## config.mk

```make
export PLATFORM = sky130hd
export DESIGN_NAME = line_rasterizer_flat
export DESIGN_NICKNAME = d
export VERILOG_FILES = /design/src/rtl/lr_pkg.sv /design/src/rtl/lr_channels.sv /design/src/rtl/line_rasterizer.sv /design/src/rtl/lr_out_queue.sv /design/src/flat_wrapper.sv
export SDC_FILE = /design/constraint.sdc
export NUM_CORES = 1
export LEC_CHECK = 0
export ABC_AREA = 1
export CORE_MARGIN = 5
export CORE_UTILIZATION = 55
export CTS_BUF_LIST = sky130_fd_sc_hd__clkbuf_4
export DETAILED_ROUTE_END_ITERATION = 8
export DONT_BUFFER_PORTS = 1
export GPL_TIMING_DRIVEN = 0
export HOLD_SLACK_MARGIN = 0.1
export MAX_ROUTING_LAYER = met4
export PLACE_DENSITY = 0.77
export SYNTH_ARGS = -nofsm -noshare
export SYNTH_HDL_FRONTEND = slang
export SYNTH_SLANG_ARGS = --single-unit
```

## constraint.sdc

```tcl
create_clock -name clk -period 6.03 [get_ports clk]
set_input_delay 0.3015 -clock clk [delete_from_list [all_inputs] [get_ports clk]]
set_output_delay 0.3015 -clock clk [all_outputs]
set_load 0.01 [all_outputs]
```

## src/rtl/lr_pkg.sv

```systemverilog
package lr_pkg;

  localparam int COORD_BITS_DEFAULT = 16;
  localparam int SIZE_BITS          = 13;
  localparam int COLOUR_BITS        = 24;
  localparam int CFG_DATA_BITS      = 32;
  localparam int CFG_ADDR_BITS      = 3;
  localparam int QUEUE_DEPTH        = 4;

  localparam logic [SIZE_BITS-1:0] WIDTH_RESET  = SIZE_BITS'(640);
  localparam logic [SIZE_BITS-1:0] HEIGHT_RESET = SIZE_BITS'(480);

  typedef enum logic {
    REG_SCREEN_WIDTH  = 1'b0,
    REG_SCREEN_HEIGHT = 1'b1
  } reg_index_t;

  typedef enum logic {
    REQ_START = 1'b0,
    REQ_STEP  = 1'b1
  } req_kind_t;

endpackage

```

## src/rtl/lr_channels.sv

```systemverilog
interface lr_req_if
  import lr_pkg::*;
#(
  parameter int COORD_BITS = COORD_BITS_DEFAULT
);
  logic                          valid;
  logic                          ready;
  logic                          req_type;
  logic signed [COORD_BITS-1:0]  start_x;
  logic signed [COORD_BITS-1:0]  start_y;
  logic signed [COORD_BITS-1:0]  finish_x;
  logic signed [COORD_BITS-1:0]  finish_y;
  logic        [COLOUR_BITS-1:0] line_colour;

  modport source (output valid, req_type, start_x, start_y, finish_x, finish_y, line_colour,
                  input ready);
  modport sink (input valid, req_type, start_x, start_y, finish_x, finish_y, line_colour,
                output ready);
endinterface

interface lr_point_if
  import lr_pkg::*;
#(
  parameter int COORD_BITS = COORD_BITS_DEFAULT
);
  logic                          valid;
  logic                          ready;
  logic signed [COORD_BITS-1:0]  point_x;
  logic signed [COORD_BITS-1:0]  point_y;
  logic        [COLOUR_BITS-1:0] point_colour;
  logic                          visible;
  logic                          line_end;
  logic                          last;

  modport source (output valid, point_x, point_y, point_colour, visible, line_end, last,
                  input ready);
  modport sink (input valid, point_x, point_y, point_colour, visible, line_end, last,
                output ready);
endinterface

```

## src/rtl/line_rasterizer.sv

```systemverilog
// Line engine: a start transaction sets up a line and yields no point; a step on an
// active line runs one iteration and queues one or two points. Points are registered
// in a four-entry queue and leave one per cycle while the point sink is ready. Rate is
// one transaction per cycle while at most two points are queued, bounded by the queue
// draining one point per cycle when a step yields two. Synchronous reset clears the
// queue, drops any line in progress and restores the 640 by 480 screen size.
module line_rasterizer
  import lr_pkg::*;
#(
  parameter int COORD_BITS = COORD_BITS_DEFAULT
) (
  input  logic                     clk,
  input  logic                     rst,
  input  logic                     psel,
  input  logic                     penable,
  input  logic                     pwrite,
  input  logic [CFG_ADDR_BITS-1:0] paddr,
  input  logic [CFG_DATA_BITS-1:0] pwdata,
  output logic [CFG_DATA_BITS-1:0] prdata,
  output logic                     pready,
  lr_req_if.sink                   req,
  lr_point_if.source               pt
);

  localparam int C  = COORD_BITS;
  localparam int DW = C + 1;
  localparam int EW = C + 3;
  localparam int VW = ((C > SIZE_BITS) ? C : SIZE_BITS) + 1;
  localparam int CNT_BITS = $clog2(QUEUE_DEPTH + 1);

  typedef struct packed {
    logic [C-1:0]           x;
    logic [C-1:0]           y;
    logic [COLOUR_BITS-1:0] colour;
    logic                   visible;
    logic                   line_end;
    logic                   last;
  } point_t;

  // configuration
  logic [SIZE_BITS-1:0] screen_width;
  logic [SIZE_BITS-1:0] screen_height;
  logic                 cfg_write;
  reg_index_t           cfg_index;

  assign pready    = 1'b1;
  assign cfg_write = psel && penable && pwrite;
  assign cfg_index = reg_index_t'(paddr[2]);

  always_ff @(posedge clk) begin
    if (rst) begin
      screen_width  <= WIDTH_RESET;
      screen_height <= HEIGHT_RESET;
    end else if (cfg_write) begin
      case (cfg_index)
        REG_SCREEN_WIDTH:  screen_width  <= pwdata[SIZE_BITS-1:0];
        REG_SCREEN_HEIGHT: screen_height <= pwdata[SIZE_BITS-1:0];
        default: ;
      endcase
    end
  end

  always_comb begin
    case (cfg_index)
      REG_SCREEN_WIDTH:  prdata = CFG_DATA_BITS'(screen_width);
      REG_SCREEN_HEIGHT: prdata = CFG_DATA_BITS'(screen_height);
      default:           prdata = '0;
    endcase
  end

  // line state
  logic signed [C-1:0]    cursor_x;
  logic signed [C-1:0]    cursor_y;
  logic signed [C-1:0]    target_x;
  logic signed [C-1:0]    target_y;
  logic        [DW-1:0]   delta_x;
  logic        [DW-1:0]   delta_y;
  logic                   step_x_negative;
  logic                   step_y_negative;
  logic signed [EW-1:0]   error_term;
  logic [COLOUR_BITS-1:0] held_colour;
  logic                   line_active;

  logic                 req_accept;
  logic                 is_start;
  logic                 is_step;
  logic signed [DW-1:0] diff_x;
  logic signed [DW-1:0] diff_y;
  logic        [DW-1:0] abs_x;
  logic        [DW-1:0] abs_y;
  logic signed [EW:0]   doubled;
  logic                 move_x;
  logic                 move_y;
  logic signed [C-1:0]  next_x;
  logic                 at_target;
  logic                 hit_after_x;
  logic signed [EW-1:0] error_after_x;
  logic [1:0]           push_count;
  point_t               res0;
  point_t               res1;
  point_t               head;
  logic                 queue_not_empty;
  logic [CNT_BITS-1:0]  queue_count;

  function automatic logic on_screen(input logic [C-1:0] x, input logic [C-1:0] y,
                                     input logic [SIZE_BITS-1:0] w,
                                     input logic [SIZE_BITS-1:0] h);
    logic [VW-1:0] xe;
    logic [VW-1:0] ye;
    logic [VW-1:0] we;
    logic [VW-1:0] he;
    xe = VW'(x);
    ye = VW'(y);
    we = VW'(w);
    he = VW'(h);
    return !x[C-1] && !y[C-1] && (xe < we) && (ye < he);
  endfunction

  assign req.ready  = (queue_count <= CNT_BITS'(QUEUE_DEPTH - 2));
  assign req_accept = req.valid && req.ready;
  assign is_start   = req_accept && (req_kind_t'(req.req_type) == REQ_START);
  assign is_step    = req_accept && (req_kind_t'(req.req_type) == REQ_STEP) && line_active;

  // setup
  assign diff_x = DW'(req.finish_x) - DW'(req.start_x);
  assign diff_y = DW'(req.finish_y) - DW'(req.start_y);
  assign abs_x  = diff_x[DW-1] ? DW'(-diff_x) : DW'(diff_x);
  assign abs_y  = diff_y[DW-1] ? DW'(-diff_y) : DW'(diff_y);

  // one iteration
  assign doubled       = (EW+1)'(error_term) <<< 1;
  assign move_x        = doubled > -$signed((EW+1)'(delta_y));
  assign move_y        = doubled < $signed((EW+1)'(delta_x));
  assign next_x        = step_x_negative ? C'(cursor_x - C'(1)) : C'(cursor_x + C'(1));
  assign at_target     = (cursor_x == target_x) && (cursor_y == target_y);
  assign hit_after_x   = move_x && (next_x == target_x) && (cursor_y == target_y);
  assign error_after_x = move_x ? EW'(error_term - EW'(delta_y)) : error_term;

  always_comb begin
    res0.x        = cursor_x;
    res0.y        = cursor_y;
    res0.colour   = held_colour;
    res0.visible  = on_screen(cursor_x, cursor_y, screen_width, screen_height);
    res0.line_end = at_target;
    res0.last     = at_target || !hit_after_x;
    res1.x        = next_x;
    res1.y        = cursor_y;
    res1.colour   = held_colour;
    res1.visible  = on_screen(next_x, cursor_y, screen_width, screen_height);
    res1.line_end = 1'b1;
    res1.last     = 1'b1;
    if (!is_step) begin
      push_count = 2'd0;
    end else if (!at_target && hit_after_x) begin
      push_count = 2'd2;
    end else begin
      push_count = 2'd1;
    end
  end

  always_ff @(posedge clk) begin
    if (rst) begin
      line_active <= 1'b0;
    end else if (is_start) begin
      line_active <= 1'b1;
    end else if (is_step && (at_target || hit_after_x)) begin
      line_active <= 1'b0;
    end
  end

  always_ff @(posedge clk) begin
    if (is_start) begin
      cursor_x        <= req.start_x;
      cursor_y        <= req.start_y;
      target_x        <= req.finish_x;
      target_y        <= req.finish_y;
      held_colour     <= req.line_colour;
      delta_x         <= abs_x;
      delta_y         <= abs_y;
      step_x_negative <= !(req.start_x < req.finish_x);
      step_y_negative <= !(req.start_y < req.finish_y);
      error_term      <= EW'(abs_x) - EW'(abs_y);
    end else if (is_step && !at_target) begin
      if (move_x) begin
        cursor_x <= next_x;
      end
      if (!hit_after_x && move_y) begin
        cursor_y   <= step_y_negative ? C'(cursor_y - C'(1)) : C'(cursor_y + C'(1));
        error_term <= EW'(error_after_x + EW'(delta_x));
      end else begin
        error_term <= error_after_x;
      end
    end
  end

  lr_out_queue #(
    .WIDTH ($bits(point_t)),
    .DEPTH (QUEUE_DEPTH)
  ) u_queue (
    .clk        (clk),
    .rst        (rst),
    .push_count (push_count),
    .push_data0 (res0),
    .push_data1 (res1),
    .pop        (pt.ready),
    .not_empty  (queue_not_empty),
    .head       (head),
    .count      (queue_count)
  );

  assign pt.valid        = queue_not_empty;
  assign pt.point_x      = head.x;
  assign pt.point_y      = head.y;
  assign pt.point_colour = head.colour;
  assign pt.visible      = head.visible;
  assign pt.line_end     = head.line_end;
  assign pt.last         = head.last;

  a_queue_bound: assert property (@(posedge clk) disable iff (rst)
    queue_count <= CNT_BITS'(QUEUE_DEPTH))
    else $error("output queue overflow");

  a_start_activates: assert property (@(posedge clk) disable iff (rst)
    is_start |=> line_active)
    else $error("start did not activate line");

  a_end_step_drops: assert property (@(posedge clk) disable iff (rst)
    (is_step && at_target) |=> (!line_active && queue_not_empty))
    else $error("final step left line active or queued nothing");

  a_idle_step_silent: assert property (@(posedge clk) disable iff (rst)
    (!line_active && !is_start) |-> (push_count == 2'd0))
    else $error("point queued with no line active");

endmodule

```

## src/rtl/lr_out_queue.sv

```systemverilog
module lr_out_queue
  import lr_pkg::*;
#(
  parameter int WIDTH = 8,
  parameter int DEPTH = QUEUE_DEPTH
) (
  input  logic                       clk,
  input  logic                       rst,
  input  logic [1:0]                 push_count,
  input  logic [WIDTH-1:0]           push_data0,
  input  logic [WIDTH-1:0]           push_data1,
  input  logic                       pop,
  output logic                       not_empty,
  output logic [WIDTH-1:0]           head,
  output logic [$clog2(DEPTH+1)-1:0] count
);

  localparam int PTR_BITS = $clog2(DEPTH);
  localparam int CNT_BITS = $clog2(DEPTH+1);

  logic [WIDTH-1:0]    slots [DEPTH];
  logic [PTR_BITS-1:0] wr_ptr;
  logic [PTR_BITS-1:0] rd_ptr;
  logic [PTR_BITS-1:0] wr_ptr_plus1;
  logic                do_pop;

  assign not_empty    = (count != '0);
  assign head         = slots[rd_ptr];
  assign do_pop       = pop && not_empty;
  assign wr_ptr_plus1 = PTR_BITS'((32'(wr_ptr) + 1) % DEPTH);

  always_ff @(posedge clk) begin
    if (push_count != 2'd0) begin
      slots[wr_ptr] <= push_data0;
    end
    if (push_count == 2'd2) begin
      slots[wr_ptr_plus1] <= push_data1;
    end
  end

  always_ff @(posedge clk) begin
    if (rst) begin
      wr_ptr <= '0;
      rd_ptr <= '0;
      count  <= '0;
    end else begin
      wr_ptr <= PTR_BITS'((32'(wr_ptr) + 32'(push_count)) % DEPTH);
      if (do_pop) begin
        rd_ptr <= PTR_BITS'((32'(rd_ptr) + 1) % DEPTH);
      end
      count <= CNT_BITS'(32'(count) + 32'(push_count) - (do_pop ? 32'd1 : 32'd0));
    end
  end

endmodule
```

## src/flat_wrapper.sv

```systemverilog
// flat-port wrapper written by rule: the top's interface ports become plain ports
module line_rasterizer_flat import lr_pkg::*;
#(
  parameter int COORD_BITS = COORD_BITS_DEFAULT
)
  (clk, rst, psel, penable, pwrite, paddr, pwdata, prdata, pready, req_valid, req_req_type, req_start_x, req_start_y, req_finish_x, req_finish_y, req_line_colour, req_ready, pt_valid, pt_point_x, pt_point_y, pt_point_colour, pt_visible, pt_line_end, pt_last, pt_ready);
  lr_req_if #(.COORD_BITS(COORD_BITS)) req_i ();
  lr_point_if #(.COORD_BITS(COORD_BITS)) pt_i ();
  input  logic clk;
  input  logic rst;
  input  logic psel;
  input  logic penable;
  input  logic pwrite;
  input  logic [CFG_ADDR_BITS-1:0] paddr;
  input  logic [CFG_DATA_BITS-1:0] pwdata;
  output logic [CFG_DATA_BITS-1:0] prdata;
  output logic pready;
  input wire logic [$bits(req_i.valid)-1:0] req_valid;
  input wire logic [$bits(req_i.req_type)-1:0] req_req_type;
  input wire logic [$bits(req_i.start_x)-1:0] req_start_x;
  input wire logic [$bits(req_i.start_y)-1:0] req_start_y;
  input wire logic [$bits(req_i.finish_x)-1:0] req_finish_x;
  input wire logic [$bits(req_i.finish_y)-1:0] req_finish_y;
  input wire logic [$bits(req_i.line_colour)-1:0] req_line_colour;
  output wire logic [$bits(req_i.ready)-1:0] req_ready;
  output wire logic [$bits(pt_i.valid)-1:0] pt_valid;
  output wire logic [$bits(pt_i.point_x)-1:0] pt_point_x;
  output wire logic [$bits(pt_i.point_y)-1:0] pt_point_y;
  output wire logic [$bits(pt_i.point_colour)-1:0] pt_point_colour;
  output wire logic [$bits(pt_i.visible)-1:0] pt_visible;
  output wire logic [$bits(pt_i.line_end)-1:0] pt_line_end;
  output wire logic [$bits(pt_i.last)-1:0] pt_last;
  input wire logic [$bits(pt_i.ready)-1:0] pt_ready;
  assign req_i.valid = req_valid;
  assign req_i.req_type = req_req_type;
  assign req_i.start_x = req_start_x;
  assign req_i.start_y = req_start_y;
  assign req_i.finish_x = req_finish_x;
  assign req_i.finish_y = req_finish_y;
  assign req_i.line_colour = req_line_colour;
  assign req_ready = req_i.ready;
  assign pt_valid = pt_i.valid;
  assign pt_point_x = pt_i.point_x;
  assign pt_point_y = pt_i.point_y;
  assign pt_point_colour = pt_i.point_colour;
  assign pt_visible = pt_i.visible;
  assign pt_line_end = pt_i.line_end;
  assign pt_last = pt_i.last;
  assign pt_i.ready = pt_ready;
  line_rasterizer #(.COORD_BITS(COORD_BITS)) u_core (.clk(clk), .rst(rst), .psel(psel), .penable(penable), .pwrite(pwrite), .paddr(paddr), .pwdata(pwdata), .prdata(prdata), .pready(pready), .req(req_i), .pt(pt_i));
endmodule
```

==> impl_results.md <==
- Largest cells by area after synthesis: edfxtp_1 (41%), ha_1 (8.8%), o21ai_0 (6.9%)
- Worst Path Buf+Inv: 6
- Register area share after synthesis: 44.6%
- CTS tree: yes
- Hold slack: 135 ps
- Drc violations: 2
- DP Area: 0.0279 mm2
- Die area: 0.0535 mm2
- Drt via density: 5.81
- Yosys synthesis warning count: 0
- Critical path endpoint category: flop
- Relative slew slack: 27.7%
- CP Max Fanout: 6
- CP Launch Type: input pin
- Area occupied by multi-input gates: ~0.013 mm2
- MaxCap Viol Count: 0
- Antenna viol nets, final: 0
- Clock Latency Late Sink: around 880 ps
- Setup violations, final: 0
- Hold Fails Final Rpt: 0
- Final Cycle Share: ~93%
- DIE WIDTH: 231 um
- Top Metal Used: met4
- Design Power: around 12 mW
- Asr flop ratio synth: 0%
- Final Max Slew Viols: 0
- Dpl hpwl: about 62,000 um
- Initial drt markers: between 2,000 and 3,000
- Synth Area per Inst: 8.39 um2
- Total gr overflow: 0
- Initial antenna violation count: 17
- Final nets: between 3,000 and 4,000
- Share of post-route cells with drive strength above 1: just over 8%
- Violations in the final reports: design-rule violations
- CTS Root Cell: clkbuf_4
- Metal-1 WL: approximately 33,000 um
- PwrDens: roughly 370 mW/mm2
- Synth cell types: between 40 and 50
- Outcome: finished with violations
- Vias in the first global route: around 23,000
- CP dominant cell by count: nand2_1
- Fin area: 0.0311 mm2
- Register area: between 0.01 and 0.015 mm2
- Worst-margin pin slew: 1070 ps
- GPL Wtd Cong: 1.01
- H-tree levels: 3
- Wire length on met3: 9290 um
- Fmax: 179 MHz
- First-pass GRT wire length: 130,000 um
- Clock buffer count from CTS: 108
- Slowest stage delay, CP: 570 ps
- WL final: a little under 90,000 um
- Synth area leader: edfxtp_1
- EDFF count, synth: ~370
- Clk slew on worst S/H paths: 60 ps
- DRT Pass-1 Iters: 9
- I/O Buffers: 0
- Clock Path Buffers: 3
- # IOs: ~230
- Final-layout fill cell count: ~4,000
- Met2 WL post-DR: between 40,000 and 50,000 um
- Syn Std Cell Area: 0.0269 mm2
- Vias: 24,600
- Core region area: 0.0486 mm2
- Clk sink count: 415
- Pin count of the biggest net entering global routing: 62
- Critical Path AT: 6170 ps
- Row Count: 81
- Core Util, Final: a little under two thirds
- Most frequent cell after synthesis: nand2_1
- GRT Util Overall: between 30% and 40%
- Lkg Pwr: 13.9 nW
- Area delta synth->final: 15.6%
- Critical path type: in2reg
- Height of the die: 231 um
- Cell family contributing the most delay on the critical path: compound AO/OA/AOI/OAI gates
- Post-Route Skew: 104 ps
- Final min period: 5600 ps
- Hold Crit Class: in2reg
- Synth Instances: 3,210
- Synth top area share: 41.4%
- WL per Instance: 20.4 um
- Peak supply drop: 0.000320 V
- Slowest CP cell: dlygate4sd3_1
- Initial Util: 55.4%
- Commonest cells post-synth: nand2_1 (495), inv_1 (413), o21ai_0 (373)
- Synth Register Bits: 415
- Worst Path Required: 6600 ps
- Most used DFF post-synth: edfxtp_1
==> cell type report <==
| type | instances | share of cell area [%] |
|---|---|---|
| buffer | 134 | 2.22 |
| clock buffer | 157 | 3.79 |
| sequential | 415 | 38.6 |
| clock inverter | 37 | 0.844 |
| tap | 622 | 2.50 |
| inverter | 423 | 5.13 |
| multi-input combinational | 2255 | 41.2 |
| antenna | 20 | 0.161 |
| timing repair buffer | 170 | 5.50 |
==> state kept, by name, summed over array words and instances, names as in the netlist, 3 cells and up, named ones only <==
register / cells
u_core.target_x: 16
u_core.u_queue.count: 3
u_core.screen_width: 13
u_core.target_y: 16
u_core.delta_y: 17
u_core.u_queue.slots: 236
u_core.cursor_x: 16
u_core.held_colour: 24
u_core.delta_x: 17
u_core.screen_height: 13
u_core.cursor_y: 16
u_core.error_term: 19
==> per-stage QoR <==
stage	setup TNS [ps]	worst slack [ps]	std cells
detailed placement	-2010	-538	3853
CTS	0	46.8	4205
floorplan	0	747	3228
global route	-12.0	-12.0	4230
global placement	-328800	-1420	3850
finish	0	434	4233
==> metal layers <==
layer | vias to the layer above | GRT usage, %
li1 | 11700 | -
met1 | 11300 | 38.6
met2 | 1335 | 51.3
met3 | 254 | 8.17
met4 | 0 | 14.5
met5 | - | -
==> cell families (layout without fill, tap and decap cells) <==
| group | count (synthesis) | after routing | synth area share (%) |
|---|---|---|---|
| and+or+nand+nor | 1079 | 1079 | 16.9 |
| xor gates and xnor gates | 140 | 140 | 4.58 |
| DFF | 415 | 415 | 44.6 |
| buffers and inverters | 558 | 921 | 8.41 |
| other | 2 | 40 | 0.0279 |
| AOI/OAI and AO/OA | 818 | 818 | 16.0 |
| adders and majority gates | 198 | 198 | 9.42 |
==> worst reg2reg max path, delay by kind of cell, from the launching register on <==
| family | cells | cell delay [ps] |
|---|---|---|
| and+or+nand+nor | 19 | 2680 |
| adders and majority gates | 4 | 1240 |
| DFF | 1 | 410 |
| buffers and inverters | 5 | 850 |
| xor gates and xnor gates | 2 | 250 |
==> timing repair <==
item / CTS / global route
endpoints found under the setup margin: 9 / 15
gates resized for setup: 11 / 29
hold buffers: 158 / 0
endpoints found under the hold margin: 142 / 0
setup buffers: 0 / 9
pin swaps: 0 / 5
==> where the power goes <==
part / internal [mW] / switching, mW / total, mW / leakage [nW]
Combinational: 1.79 / 3.50 / 5.29 / 9.10
Sequential: 3.47 / 0.258 / 3.73 / 3.93
Clock: 1.37 / 1.22 / 2.59 / 0.853
==> final timing paths <==
path,start,to,slack [ps],cells past startpoint
max reg2reg,u_core.delta_y[0]$_DFFE_PP_,u_core.u_queue.count[2]$_SDFF_PP0_,460,30
min reg2reg,u_core.line_active$_SDFFE_PP0P_,u_core.line_active$_SDFFE_PP0P_,460,2
min,req_finish_y[1],u_core.delta_y[1]$_DFFE_PP_,140,3
max,req_finish_y[0],u_core.error_term[13]$_DFFE_PP_,430,29
==> cells in the final DEF (no fill, tap or decap), types with 44 or more instances in the layout <==
master / count
nand4_1: 57
xnor2_1: 44
edfxtp_1: 371
a21oi_1: 307
o22ai_1: 66
xor2_1: 95
nor2_1: 322
ha_1: 189
inv_1: 410
dlygate4sd3_1: 158
nand3_1: 128
clkbuf_4: 158
nand2_1: 489
o21ai_0: 364
dfxtp_1: 44
clkbuf_1: 89
(Power assumes the default switching activity.)
